**config.mk**
```make
export PLATFORM = sky130hd
export DESIGN_NAME = sliding_window_median_time_flat
export DESIGN_NICKNAME = d
export VERILOG_FILES = /design/src/rtl/swmt_pkg.sv /design/src/rtl/swmt_in_if.sv /design/src/rtl/swmt_out_if.sv /design/src/rtl/swmt_ctrl.sv /design/src/rtl/swmt_dpath.sv /design/src/rtl/sliding_window_median_time.sv /design/src/flat_wrapper.sv
export SDC_FILE = /design/constraint.sdc
export NUM_CORES = 2
export LEC_CHECK = 0
export BUFFER_PORTS_ARGS = -buffer_cell sky130_fd_sc_hd__buf_4
export CORE_MARGIN = 1.5
export CORE_UTILIZATION = 40
export DETAILED_ROUTE_END_ITERATION = 16
export PLACE_DENSITY = 0.55
export SETUP_SLACK_MARGIN = 0.05
export SLEW_MARGIN = 20
export SYNTH_ARGS = -nofsm -noshare
export SYNTH_HDL_FRONTEND = slang
export SYNTH_SLANG_ARGS = --single-unit
```
**constraint.sdc**
```tcl
create_clock -name i_clk -period 13.4 [get_ports i_clk]
set_clock_uncertainty 0.15 [all_clocks]
set_input_delay 2.68 -clock i_clk [delete_from_list [all_inputs] [get_ports i_clk]]
set_output_delay 2.68 -clock i_clk [all_outputs]
set_load 0.02 [all_outputs]
```
**src/rtl/swmt_pkg.sv**
```systemverilog
// Shared types and constants of the sliding window median time block.
// No dependencies; every other file of the block uses this package.
package swmt_pkg;

    localparam int WINDOW_SIZE = 11;
    localparam int TS_W        = 64;
    localparam int COUNT_W     = 4;
    localparam int SLOT_W      = (WINDOW_SIZE > 1) ? $clog2(WINDOW_SIZE) : 1;
    localparam int FILL_W      = $clog2(WINDOW_SIZE + 1);

    localparam logic signed [TS_W-1:0] TS_MIN = {1'b1, {(TS_W-1){1'b0}}};

    localparam logic REQ_PUSH  = 1'b0;
    localparam logic REQ_CLEAR = 1'b1;

    typedef enum logic [1:0] {
        ST_IDLE,
        ST_SCAN,
        ST_DRAIN,
        ST_DELIVER
    } t_state;

    typedef struct packed {
        logic              push;
        logic              clear;
        logic              issue;
        logic [SLOT_W-1:0] idx;
        logic              flush;
        logic              load_out;
    } t_cmd;

    typedef struct packed {
        logic              found;
        logic [FILL_W-1:0] fill;
    } t_stat;

endpackage

```
**src/rtl/swmt_in_if.sv**
```systemverilog
// Input channel of the median block: valid, ready and one request item.
// Depends on swmt_pkg for the timestamp width.
interface swmt_in_if;
    logic                              valid;
    logic                              ready;
    logic                              req_type;
    logic signed [swmt_pkg::TS_W-1:0]  timestamp;

    modport source (output valid, output req_type, output timestamp, input ready);
    modport sink   (input valid, input req_type, input timestamp, output ready);
endinterface

```
**src/rtl/swmt_out_if.sv**
```systemverilog
// Result channel of the median block: valid, ready, median and window count.
// Depends on swmt_pkg for the field widths.
interface swmt_out_if;
    logic                                valid;
    logic                                ready;
    logic signed [swmt_pkg::TS_W-1:0]    median;
    logic        [swmt_pkg::COUNT_W-1:0] window_count;

    modport source (output valid, output median, output window_count, input ready);
    modport sink   (input valid, input median, input window_count, output ready);
endinterface

```
**src/rtl/swmt_ctrl.sv**
```systemverilog
// Controller of the median block: request decode, rank scan sequencing and
// output handshake. Depends on swmt_pkg for the state, command and status types.
module swmt_ctrl (
    input  logic           i_clk,
    input  logic           i_rst_n,
    input  logic           i_in_valid,
    input  logic           i_req_type,
    input  logic           i_out_ready,
    input  swmt_pkg::t_stat i_stat,
    output logic           o_in_ready,
    output logic           o_out_valid,
    output swmt_pkg::t_cmd  o_cmd
);

    swmt_pkg::t_state            r_state, n_state;
    logic [swmt_pkg::SLOT_W-1:0] r_idx, n_idx;
    logic                        r_out_valid;
    logic                        w_last;
    logic                        w_out_free;

    assign w_last     = (swmt_pkg::FILL_W'(r_idx) == i_stat.fill - swmt_pkg::FILL_W'(1));
    assign w_out_free = !r_out_valid || i_out_ready;

    always_comb begin
        n_state = r_state;
        n_idx   = r_idx;
        case (r_state)
            swmt_pkg::ST_IDLE: begin
                if (i_in_valid) begin
                    n_idx = '0;
                    if (i_req_type == swmt_pkg::REQ_CLEAR) begin
                        n_state = swmt_pkg::ST_DELIVER;
                    end else begin
                        n_state = swmt_pkg::ST_SCAN;
                    end
                end
            end
            swmt_pkg::ST_SCAN: begin
                if (i_stat.found) begin
                    n_state = swmt_pkg::ST_DELIVER;
                end else if (w_last) begin
                    n_state = swmt_pkg::ST_DRAIN;
                end else begin
                    n_idx = r_idx + swmt_pkg::SLOT_W'(1);
                end
            end
            swmt_pkg::ST_DRAIN: begin
                if (i_stat.found) begin
                    n_state = swmt_pkg::ST_DELIVER;
                end
            end
            swmt_pkg::ST_DELIVER: begin
                if (w_out_free) begin
                    n_state = swmt_pkg::ST_IDLE;
                end
            end
            default: n_state = swmt_pkg::ST_IDLE;
        endcase
    end

    always_comb begin
        o_cmd      = '0;
        o_in_ready = 1'b0;
        o_cmd.idx  = r_idx;
        case (r_state)
            swmt_pkg::ST_IDLE: begin
                o_in_ready  = 1'b1;
                o_cmd.push  = i_in_valid && (i_req_type == swmt_pkg::REQ_PUSH);
                o_cmd.clear = i_in_valid && (i_req_type == swmt_pkg::REQ_CLEAR);
            end
            swmt_pkg::ST_SCAN: begin
                o_cmd.issue = 1'b1;
            end
            swmt_pkg::ST_DRAIN: begin
                o_cmd.issue = 1'b0;
            end
            swmt_pkg::ST_DELIVER: begin
                o_cmd.flush    = 1'b1;
                o_cmd.load_out = w_out_free;
            end
            default: o_cmd = '0;
        endcase
    end

    always_ff @(posedge i_clk) begin
        if (!i_rst_n) begin
            r_state     <= swmt_pkg::ST_IDLE;
            r_idx       <= '0;
            r_out_valid <= 1'b0;
        end else begin
            r_state <= n_state;
            r_idx   <= n_idx;
            if (o_cmd.load_out) begin
                r_out_valid <= 1'b1;
            end else if (i_out_ready) begin
                r_out_valid <= 1'b0;
            end
        end
    end

    assign o_out_valid = r_out_valid;

endmodule

```
**src/rtl/swmt_dpath.sv**
```systemverilog
// Datapath of the median block: timestamp ring, three-stage rank pipeline
// and output register. Depends on swmt_pkg for widths and the command types.
module swmt_dpath (
    input  logic                                i_clk,
    input  logic                                i_rst_n,
    input  swmt_pkg::t_cmd                      i_cmd,
    input  logic signed [swmt_pkg::TS_W-1:0]    i_timestamp,
    output swmt_pkg::t_stat                     o_stat,
    output logic signed [swmt_pkg::TS_W-1:0]    o_median,
    output logic        [swmt_pkg::COUNT_W-1:0] o_window_count
);

    logic signed [swmt_pkg::TS_W-1:0]    r_store [swmt_pkg::WINDOW_SIZE];
    logic [swmt_pkg::SLOT_W-1:0]         r_slot;
    logic [swmt_pkg::FILL_W-1:0]         r_fill;

    logic                                r_v_a;
    logic signed [swmt_pkg::TS_W-1:0]    r_cand_a;
    logic [swmt_pkg::SLOT_W-1:0]         r_idx_a;

    logic [swmt_pkg::WINDOW_SIZE-1:0]    w_lt;
    logic                                r_v_b;
    logic signed [swmt_pkg::TS_W-1:0]    r_cand_b;
    logic [swmt_pkg::WINDOW_SIZE-1:0]    r_lt_b;

    logic                                w_found;
    logic signed [swmt_pkg::TS_W-1:0]    r_med;
    logic signed [swmt_pkg::TS_W-1:0]    r_out_median;
    logic [swmt_pkg::COUNT_W-1:0]        r_out_count;

    always_ff @(posedge i_clk) begin
        if (i_cmd.push) begin
            r_store[r_slot] <= i_timestamp;
        end
    end

    always_ff @(posedge i_clk) begin
        if (!i_rst_n) begin
            r_slot <= '0;
            r_fill <= '0;
        end else if (i_cmd.clear) begin
            r_slot <= '0;
            r_fill <= '0;
        end else if (i_cmd.push) begin
            if (r_slot == swmt_pkg::SLOT_W'(swmt_pkg::WINDOW_SIZE - 1)) begin
                r_slot <= '0;
            end else begin
                r_slot <= r_slot + swmt_pkg::SLOT_W'(1);
            end
            if (r_fill != swmt_pkg::FILL_W'(swmt_pkg::WINDOW_SIZE)) begin
                r_fill <= r_fill + swmt_pkg::FILL_W'(1);
            end
        end
    end

    // Stage A: fetch the candidate entry.
    always_ff @(posedge i_clk) begin
        if (!i_rst_n) begin
            r_v_a <= 1'b0;
        end else begin
            r_v_a <= i_cmd.issue && !i_cmd.flush;
        end
        r_cand_a <= r_store[i_cmd.idx];
        r_idx_a  <= i_cmd.idx;
    end

    // Stage B: compare the candidate against every live entry at once.
    // Equal values rank by slot, so each candidate gets a distinct rank.
    always_comb begin
        for (int j = 0; j < swmt_pkg::WINDOW_SIZE; j++) begin
            w_lt[j] = (swmt_pkg::FILL_W'(j) < r_fill) &&
                      ((r_store[j] < r_cand_a) ||
                       ((r_store[j] == r_cand_a) && (swmt_pkg::SLOT_W'(j) < r_idx_a)));
        end
    end

    always_ff @(posedge i_clk) begin
        if (!i_rst_n) begin
            r_v_b <= 1'b0;
        end else begin
            r_v_b <= r_v_a && !i_cmd.flush;
        end
        r_cand_b <= r_cand_a;
        r_lt_b   <= w_lt;
    end

    // Stage C: the candidate whose rank equals fill/2 is the median.
    assign w_found = r_v_b &&
                     (swmt_pkg::FILL_W'($countones(r_lt_b)) == (r_fill >> 1));

    always_ff @(posedge i_clk) begin
        if (i_cmd.clear) begin
            r_med <= swmt_pkg::TS_MIN;
        end else if (w_found) begin
            r_med <= r_cand_b;
        end
        if (i_cmd.load_out) begin
            r_out_median <= r_med;
            r_out_count  <= swmt_pkg::COUNT_W'(r_fill);
        end
    end

    assign o_stat.found   = w_found;
    assign o_stat.fill    = r_fill;
    assign o_median       = r_out_median;
    assign o_window_count = r_out_count;

endmodule

```
**src/rtl/sliding_window_median_time.sv**
```systemverilog
// Top level of the sliding window median time block (median time past).
// Depends on swmt_pkg, swmt_in_if, swmt_out_if, swmt_ctrl and swmt_dpath.
//
//  Channel   Role     Payload                         Accepted when
//  i_in      sink     req_type, timestamp             i_in.valid && i_in.ready
//  o_out     source   median, window_count            o_out.valid && o_out.ready
//
// A push runs the rank scan, which issues one candidate entry per cycle into a
// three-stage compare pipeline; the result loads once the median is found and the
// output register is free, and the next item is taken in the cycle after that load.
// A clear goes straight to delivery and loads its result once the output register is
// free. Reset is synchronous and active low; it empties the window. The input is taken
// only in the idle state; a waiting result does not stop the next item being accepted.
module sliding_window_median_time (
    input  logic        i_clk,
    input  logic        i_rst_n,
    swmt_in_if.sink     i_in,
    swmt_out_if.source  o_out
);

    swmt_pkg::t_cmd  w_cmd;
    swmt_pkg::t_stat w_stat;
    logic            w_in_ready;
    logic            w_out_valid;

    // The controller decodes each request, steps the candidate index through
    // the filled slots and owns the output valid flag.
    swmt_ctrl u_ctrl (
        .i_clk       (i_clk),
        .i_rst_n     (i_rst_n),
        .i_in_valid  (i_in.valid),
        .i_req_type  (i_in.req_type),
        .i_out_ready (o_out.ready),
        .i_stat      (w_stat),
        .o_in_ready  (w_in_ready),
        .o_out_valid (w_out_valid),
        .o_cmd       (w_cmd)
    );

    // The datapath keeps the ring of timestamps, ranks candidates and holds
    // the result payload.
    swmt_dpath u_dpath (
        .i_clk          (i_clk),
        .i_rst_n        (i_rst_n),
        .i_cmd          (w_cmd),
        .i_timestamp    (i_in.timestamp),
        .o_stat         (w_stat),
        .o_median       (o_out.median),
        .o_window_count (o_out.window_count)
    );

    assign i_in.ready  = w_in_ready;
    assign o_out.valid = w_out_valid;

    // While idle the rank pipeline is flushed, so no median may be found.
    a_no_found_idle: assert property (@(posedge i_clk) disable iff (!i_rst_n)
        w_in_ready |-> !w_stat.found)
        else $error("median found while idle");

    // A clear empties the window.
    a_clear_empties: assert property (@(posedge i_clk) disable iff (!i_rst_n)
        (i_in.valid && w_in_ready && (i_in.req_type == swmt_pkg::REQ_CLEAR))
        |=> (w_stat.fill == '0))
        else $error("window not empty after clear");

    // A push into a window that is not full grows it by one.
    a_push_grows: assert property (@(posedge i_clk) disable iff (!i_rst_n)
        (i_in.valid && w_in_ready && (i_in.req_type == swmt_pkg::REQ_PUSH) &&
         (w_stat.fill != swmt_pkg::FILL_W'(swmt_pkg::WINDOW_SIZE)))
        |=> (w_stat.fill == $past(w_stat.fill) + swmt_pkg::FILL_W'(1)))
        else $error("window count did not advance on push");

    // The output register is never overwritten while its item waits.
    a_no_overwrite: assert property (@(posedge i_clk) disable iff (!i_rst_n)
        w_cmd.load_out |-> (!w_out_valid || o_out.ready))
        else $error("pending result overwritten");

endmodule

```
**src/flat_wrapper.sv**
```systemverilog
// flat-port wrapper written by rule: the top's interface ports become plain ports
module sliding_window_median_time_flat 
  (i_clk, i_rst_n, i_in_valid, i_in_req_type, i_in_timestamp, i_in_ready, o_out_valid, o_out_median, o_out_window_count, o_out_ready);
  swmt_in_if i_in_i ();
  swmt_out_if o_out_i ();
  input  logic i_clk;
  input  logic i_rst_n;
  input wire logic [$bits(i_in_i.valid)-1:0] i_in_valid;
  input wire logic [$bits(i_in_i.req_type)-1:0] i_in_req_type;
  input wire logic [$bits(i_in_i.timestamp)-1:0] i_in_timestamp;
  output wire logic [$bits(i_in_i.ready)-1:0] i_in_ready;
  output wire logic [$bits(o_out_i.valid)-1:0] o_out_valid;
  output wire logic [$bits(o_out_i.median)-1:0] o_out_median;
  output wire logic [$bits(o_out_i.window_count)-1:0] o_out_window_count;
  input wire logic [$bits(o_out_i.ready)-1:0] o_out_ready;
  assign i_in_i.valid = i_in_valid;
  assign i_in_i.req_type = i_in_req_type;
  assign i_in_i.timestamp = i_in_timestamp;
  assign i_in_ready = i_in_i.ready;
  assign o_out_valid = o_out_i.valid;
  assign o_out_median = o_out_i.median;
  assign o_out_window_count = o_out_i.window_count;
  assign o_out_i.ready = o_out_ready;
  sliding_window_median_time u_core (.i_clk(i_clk), .i_rst_n(i_rst_n), .i_in(i_in_i), .o_out(o_out_i));
endmodule
```
# ---- Word level (Yosys, flattened, before mapping)
# Memory sizes are Yosys's and may differ from the RTL's. A register that Yosys moved wholly into a read port is not among the register bits.
# Cells that the tools add are included.
dict set report classes {
  n_addsub 14
  magnitude_cmp 33
  n_eq_ne 24
  mux 20
  bitwise_logic 2
  reduce_logical 48
}
# cell n
set op_table {}
lappend op_table {{== test 64 bit} 11}
lappend op_table {{less-than comparator 64 bit} 11}
lappend op_table {{less-than comparator 3 x 4 -> 1 bit, first input constant} 8}
lappend op_table {{logical AND 1 bit} 27}
lappend op_table {{less-than comparator 4 bit, first input constant} 6}
lappend op_table {{less-than comparator 1 x 4 -> 1 bit, first input constant} 4}
lappend op_table {{less-than comparator 2 x 4 -> 1 bit, first input constant} 4}
lappend op_table {{two-way mux 2 bit} 8}
lappend op_table {{two-way mux 4 bit} 4}
lappend op_table {{adder 4 x 1 -> 4 bit, second input constant} 3}
lappend op_table {{logical OR 1 bit} 12}
lappend op_table {{adder 1 x 1 -> 2 bit} 5}
lappend op_table {{!= test 2 bit, second input constant} 5}
lappend op_table {{one-hot mux 2 bit (4 select lines)} 1}
lappend op_table {{one-hot mux 4 bit (2 select lines)} 1}
lappend op_table {{AND reduction 4 bit} 2}
lappend op_table {{adder 2 x 2 -> 3 bit} 2}
lappend op_table {{two-way mux 1 bit} 6}
lappend op_table {{adder 3 x 3 -> 4 bit} 1}
lappend op_table {{adder 4 x 3 -> 4 bit} 1}
lappend op_table {{== test 2 bit, second input constant} 2}
lappend op_table {{== test 4 x 3 -> 1 bit} 1}
lappend op_table {{== test 4 bit} 1}
lappend op_table {{== test 4 bit, second input constant} 1}
lappend op_table {{11 further kinds} 14}
dict set report word_totals {
  reg_bits 228
  ramBits 704
  input_bits 69
  out_inout_bits 70
  memories 1
}
# name words width rd rd_ports_with_merged_regs wr line
set memory_table {}
lappend memory_table {u_core.u_dpath.r_store 11 64 12 1 1 swmt_dpath.sv:13} ;# logic signed [swmt_pkg::TS_W-1:0] r_store [swmt_pkg::WINDOW_SIZE];

# ---- Depth between registers and ports, before layout
dict set report depth {
  ltp_word 8
  mapped_depth 16
  ltp_nobuf 16
}

# ---- Modules after synthesis
# A second synthesis with hierarchy kept.
dict set report unflattened {
  hier_cells 3976
  area_unflattened_um2 62195.9
}
# module instances cells_per_inst area_per_inst_um2 seq_area_each_um2
set modules_own_cells {}
lappend modules_own_cells {swmt_dpath 1 3913 61647.9 37135.6}
lappend modules_own_cells {swmt_ctrl 1 63 548.0 140.1}

# ---- Worst setup path before layout
# Ideal clock, no wire load.
dict set report synth_timing {
  path_type {input to register}
  startpoint {in i_in_valid}
  endpoint {mem u_core.u_dpath.r_store[2][0] in the netlist's numbering, enable pin}
  setup_ns 0.565
  arrival_ns 7.788
  required_time_ns 12.685
  setup_slack_ns 4.897
  cell_stages 5
  n_path_buf 0
  cell_sequence {nand2_1 nor2_1 nand2_1 or2_1 nor3_1}
}
dict set report synth_via {
  elab_chain_cells 4
}
# item line
set synth_rtl {}
lappend synth_rtl {{start, declared} flat_wrapper.sv:8} ;# input wire logic [$bits(i_in_i.valid)-1:0] i_in_valid;
lappend synth_rtl {{logical AND 1 bit} swmt_ctrl.sv:68} ;# o_cmd.push = i_in_valid && (i_req_type == swmt_pkg::REQ_PUSH);
lappend synth_rtl {{two-way mux 2 bit} swmt_ctrl.sv:65} ;# case (r_state)
lappend synth_rtl {{two-way mux 1 bit} swmt_dpath.sv:32} ;# if (i_cmd.push) begin
lappend synth_rtl {{two-way mux 1 bit (implied by the code)} swmt_dpath.sv:33} ;# r_store[r_slot] <= i_timestamp;
lappend synth_rtl {{end, declared} swmt_dpath.sv:13}
# Every way passes these cells.

# ---- Worst setup path after layout
dict set report layout_timing {
  startpoint {in i_in_valid}
  endpoint {mem u_core.u_dpath.r_store[10][13] in the netlist's numbering, enable pin}
}
# Same word-level chain as after synthesis.

==> results.tsv <==
metric	value	unit
post-cts resize count	0	
Net Switching	3.207	mW
Leak	25.42	nW
Max Buffers Root-to-Sink	3	
Netlist cell types	58	
DR DRC count	8	
# H-tree levels	4	
actual slew at the worst max-slew pin	1.101	ns
area of the multi-input gates	24280	um^2
failing checks	design-rule violations	
total wire length	181800	um
Bufs and invs on worst path	2	
Mapped Nets	4798	
vias in the first global route	36910	
clk sinks	1316	
WP data required	13.66	ns
final period utilization	38.88	%
Initial Util	40.31	%
largest net degree at the start of global routing	67	
Layout fillers	13550	
die extent in y	397.2	um
Final Core Density	45.94	%
status	finished, violations left	
worst setup path category	in -> reg	
Hold Slack	0.1972	ns
register bit count reported by yosys	1316	
GP Congestion	0.8868	
fin nets	5027	
commonest non-fill, non-tap cell in the layout	edfxtp_1	
register area	37290	um^2
Clock Tree Root	clkbuf_16	
Crit-path slowest cell	nor2_4	
post-CTS setup buffers	0	
WP data arrival	5.47	ns
Buffers on Ports	138	
Net Sw Frac	28.47	%
post-DP HPWL	126700	um
drt wl/cell	28.37	um
first drt pass iteration count	13	
peak supply drop	0.1461	mV
Power Internal	8.059	mW
total grt overflow	0	
Main synth FF type	edfxtp_1	
Post-synth EDFFs	1092	
fmax	0.1920	GHz
cts bufs inserted	145	
DRT iter0 DRCs	3355	
Hold WC Path Type	reg -> reg	
Via-to-Cell Ratio	5.766	
leading cell types in the layout, fill and taps excluded	edfxtp_1, ha_1, a21oi_1, nand2_1, mux4_2	
Final ANT Viol Nets	0	
CP Max Fanout	44	
antenna violations before repair	11	
clock slew at reported path FFs	0.06	ns
Cells after Synth	4009	
relative slew slack	26.63	%
ant diodes	0	
area grow syn2layout	13.96	%
startpoint types	input port	
CP endpoint kind	flip-flop	
final hold viol count	0	
sequential share of power	43.2	%
die span in x	397.2	um
asr flop ratio synth	0	%
clk_lat worst skew	0.80	ns
Max Cap Violations	0	
first-pass GRT wire length	260900	um
Synth Warn #	0	
CTS tree	built	
Syn Std Cell Area	62170	um^2
Post-CTS Hold Fix Bufs	0	
top cell family by delay on the critical path	simple AND/OR/NAND/NOR gates	
share of cells above drive strength 1	17.74	%
Final Total Pwr	11.27	mW
Pins Over Slew Limit	0	
sequential share of the synthesized area	59.96	%
Finish-stage setup viols	0	
total core area	154200	um^2
RSZ-0062 raised after global routing	no	
final worst path period need	5.209	ns
cell row count	144	
P per Cell Area	159.0	nW/um^2
Global Route Usage Sum	23.05	%
die area	157800	um^2
vias	36940	
final setup TNS	0	ns
combinational power share	20.0	%
Clk pwr share	36.8	%
Top-Level Pins	139	
Avg Cell Area, Syn	15.51	um^2
CP Cell Sequence	buf_4, nand2_1, nor2_1, nand2_1, or2_1, nor2_4, buf_4	
largest stage delay on the critical path	0.80	ns
## Yosys cell counts, types with 19 or more instances
master       n  share of area, %
edfxtp_1  1092                53
mux4_2     320                12
nand2_1    329               2.0
nor2_1      98              0.59
inv_1       99              0.60
o21ai_0    108              0.87
nand4_1    121               1.2
a211oi_1    19              0.23
clkbuf_1    53              0.32
nand3_1     87              0.70
a21o_1      64              0.77
ha_1       713                14
a221oi_1    30              0.42
dfxtp_1    224               7.2
buf_2       40              0.32
nor3_1      40              0.32
a21oi_1    361               2.9
nor2b_1     26              0.26
## final timing paths
path	from	end	slack (ns)	cells past startpoint
min	u_core.u_dpath.r_cand_a[11]$_DFF_P_	u_core.u_dpath.r_cand_b[11]$_DFF_P_	0.20	0
max	i_in_valid	u_core.u_dpath.r_store[10][13]$_DFFE_PP_	8.19	7
max reg2reg	u_core.u_dpath.r_lt_b[0]$_DFF_P_	u_core.u_ctrl.r_idx[3]$_SDFFE_PN0P_	8.24	16
min reg2reg	u_core.u_dpath.r_cand_a[11]$_DFF_P_	u_core.u_dpath.r_cand_b[11]$_DFF_P_	0.20	0
## per-layer routing
layer	part of all wire, %	up-vias	wire [um]	GRT usage (%)
li1	-	16620	-	-
met1	44	18880	80860	32.36
met2	46	1244	82730	35.50
met3	7.8	195	14110	5.988
met4	2.2	8	4017	6.066
met5	0.023	-	42	0
## cells by family (layout without fill, tap and decap cells)
| kind of cell | Yosys count | in the layout | synth area share (%) |
|---|---|---|---|
| and+or+nand+nor | 775 | 775 | 6.080 |
| xor gates and xnor gates | 22 | 22 | 0.3099 |
| buffers and inverters | 202 | 556 | 1.312 |
| muxes | 325 | 325 | 11.67 |
| AOI/OAI and AO/OA | 649 | 649 | 6.096 |
| DFF | 1316 | 1316 | 59.96 |
| adders and majority gates | 720 | 720 | 14.57 |
## area by class of cell
| type | instances | area share, % |
|---|---|---|
| clock buffer | 212 | 5.960 |
| inverter | 99 | 0.5245 |
| multi-input combinational | 2491 | 34.26 |
| sequential | 1316 | 52.63 |
| clock inverter | 60 | 1.028 |
| timing repair buffer | 185 | 1.985 |
| tap | 2044 | 3.610 |
## state kept, by name (all words and copies together) (netlist names)
name and cells:
u_core.u_dpath.r_fill 4, u_core.u_dpath.r_cand_b 64, u_core.u_ctrl.r_state 2, u_core.u_dpath.r_v_b 1
u_core.u_dpath.r_store 1024, u_core.u_dpath.o_median 64, u_core.u_dpath.r_med 64, u_core.u_dpath.o_window_count 4
u_core.u_ctrl.o_out_valid 1, u_core.u_dpath.r_v_a 1, u_core.u_dpath.r_cand_a 64, u_core.u_dpath.r_idx_a 4
u_core.u_dpath.r_slot 4, u_core.u_dpath.r_lt_b 11, u_core.u_ctrl.r_idx 4
## through the flow
stage	setup WS [ns]	cell area, um^2	cells
after floorplan	4.897	62170	4009
after global placement	7.387	65830	6133
after detailed placement	7.390	65870	6134
after CTS	8.143	70820	6406
after global routing	7.895	70850	6407
final	8.191	70850	6407
## power by group through the flow
stage                     registers [mW]  clock network, mW  logic [mW]
final                               4.87               4.14        2.25
after global routing                4.90               4.38        2.50
after CTS                           4.88               4.22        2.26
after detailed placement            4.96                  0        2.25
after global placement              4.96                  0        2.22
after floorplan                     4.91                  0        1.49
Note: power is estimated with default switching activity, not from simulation.
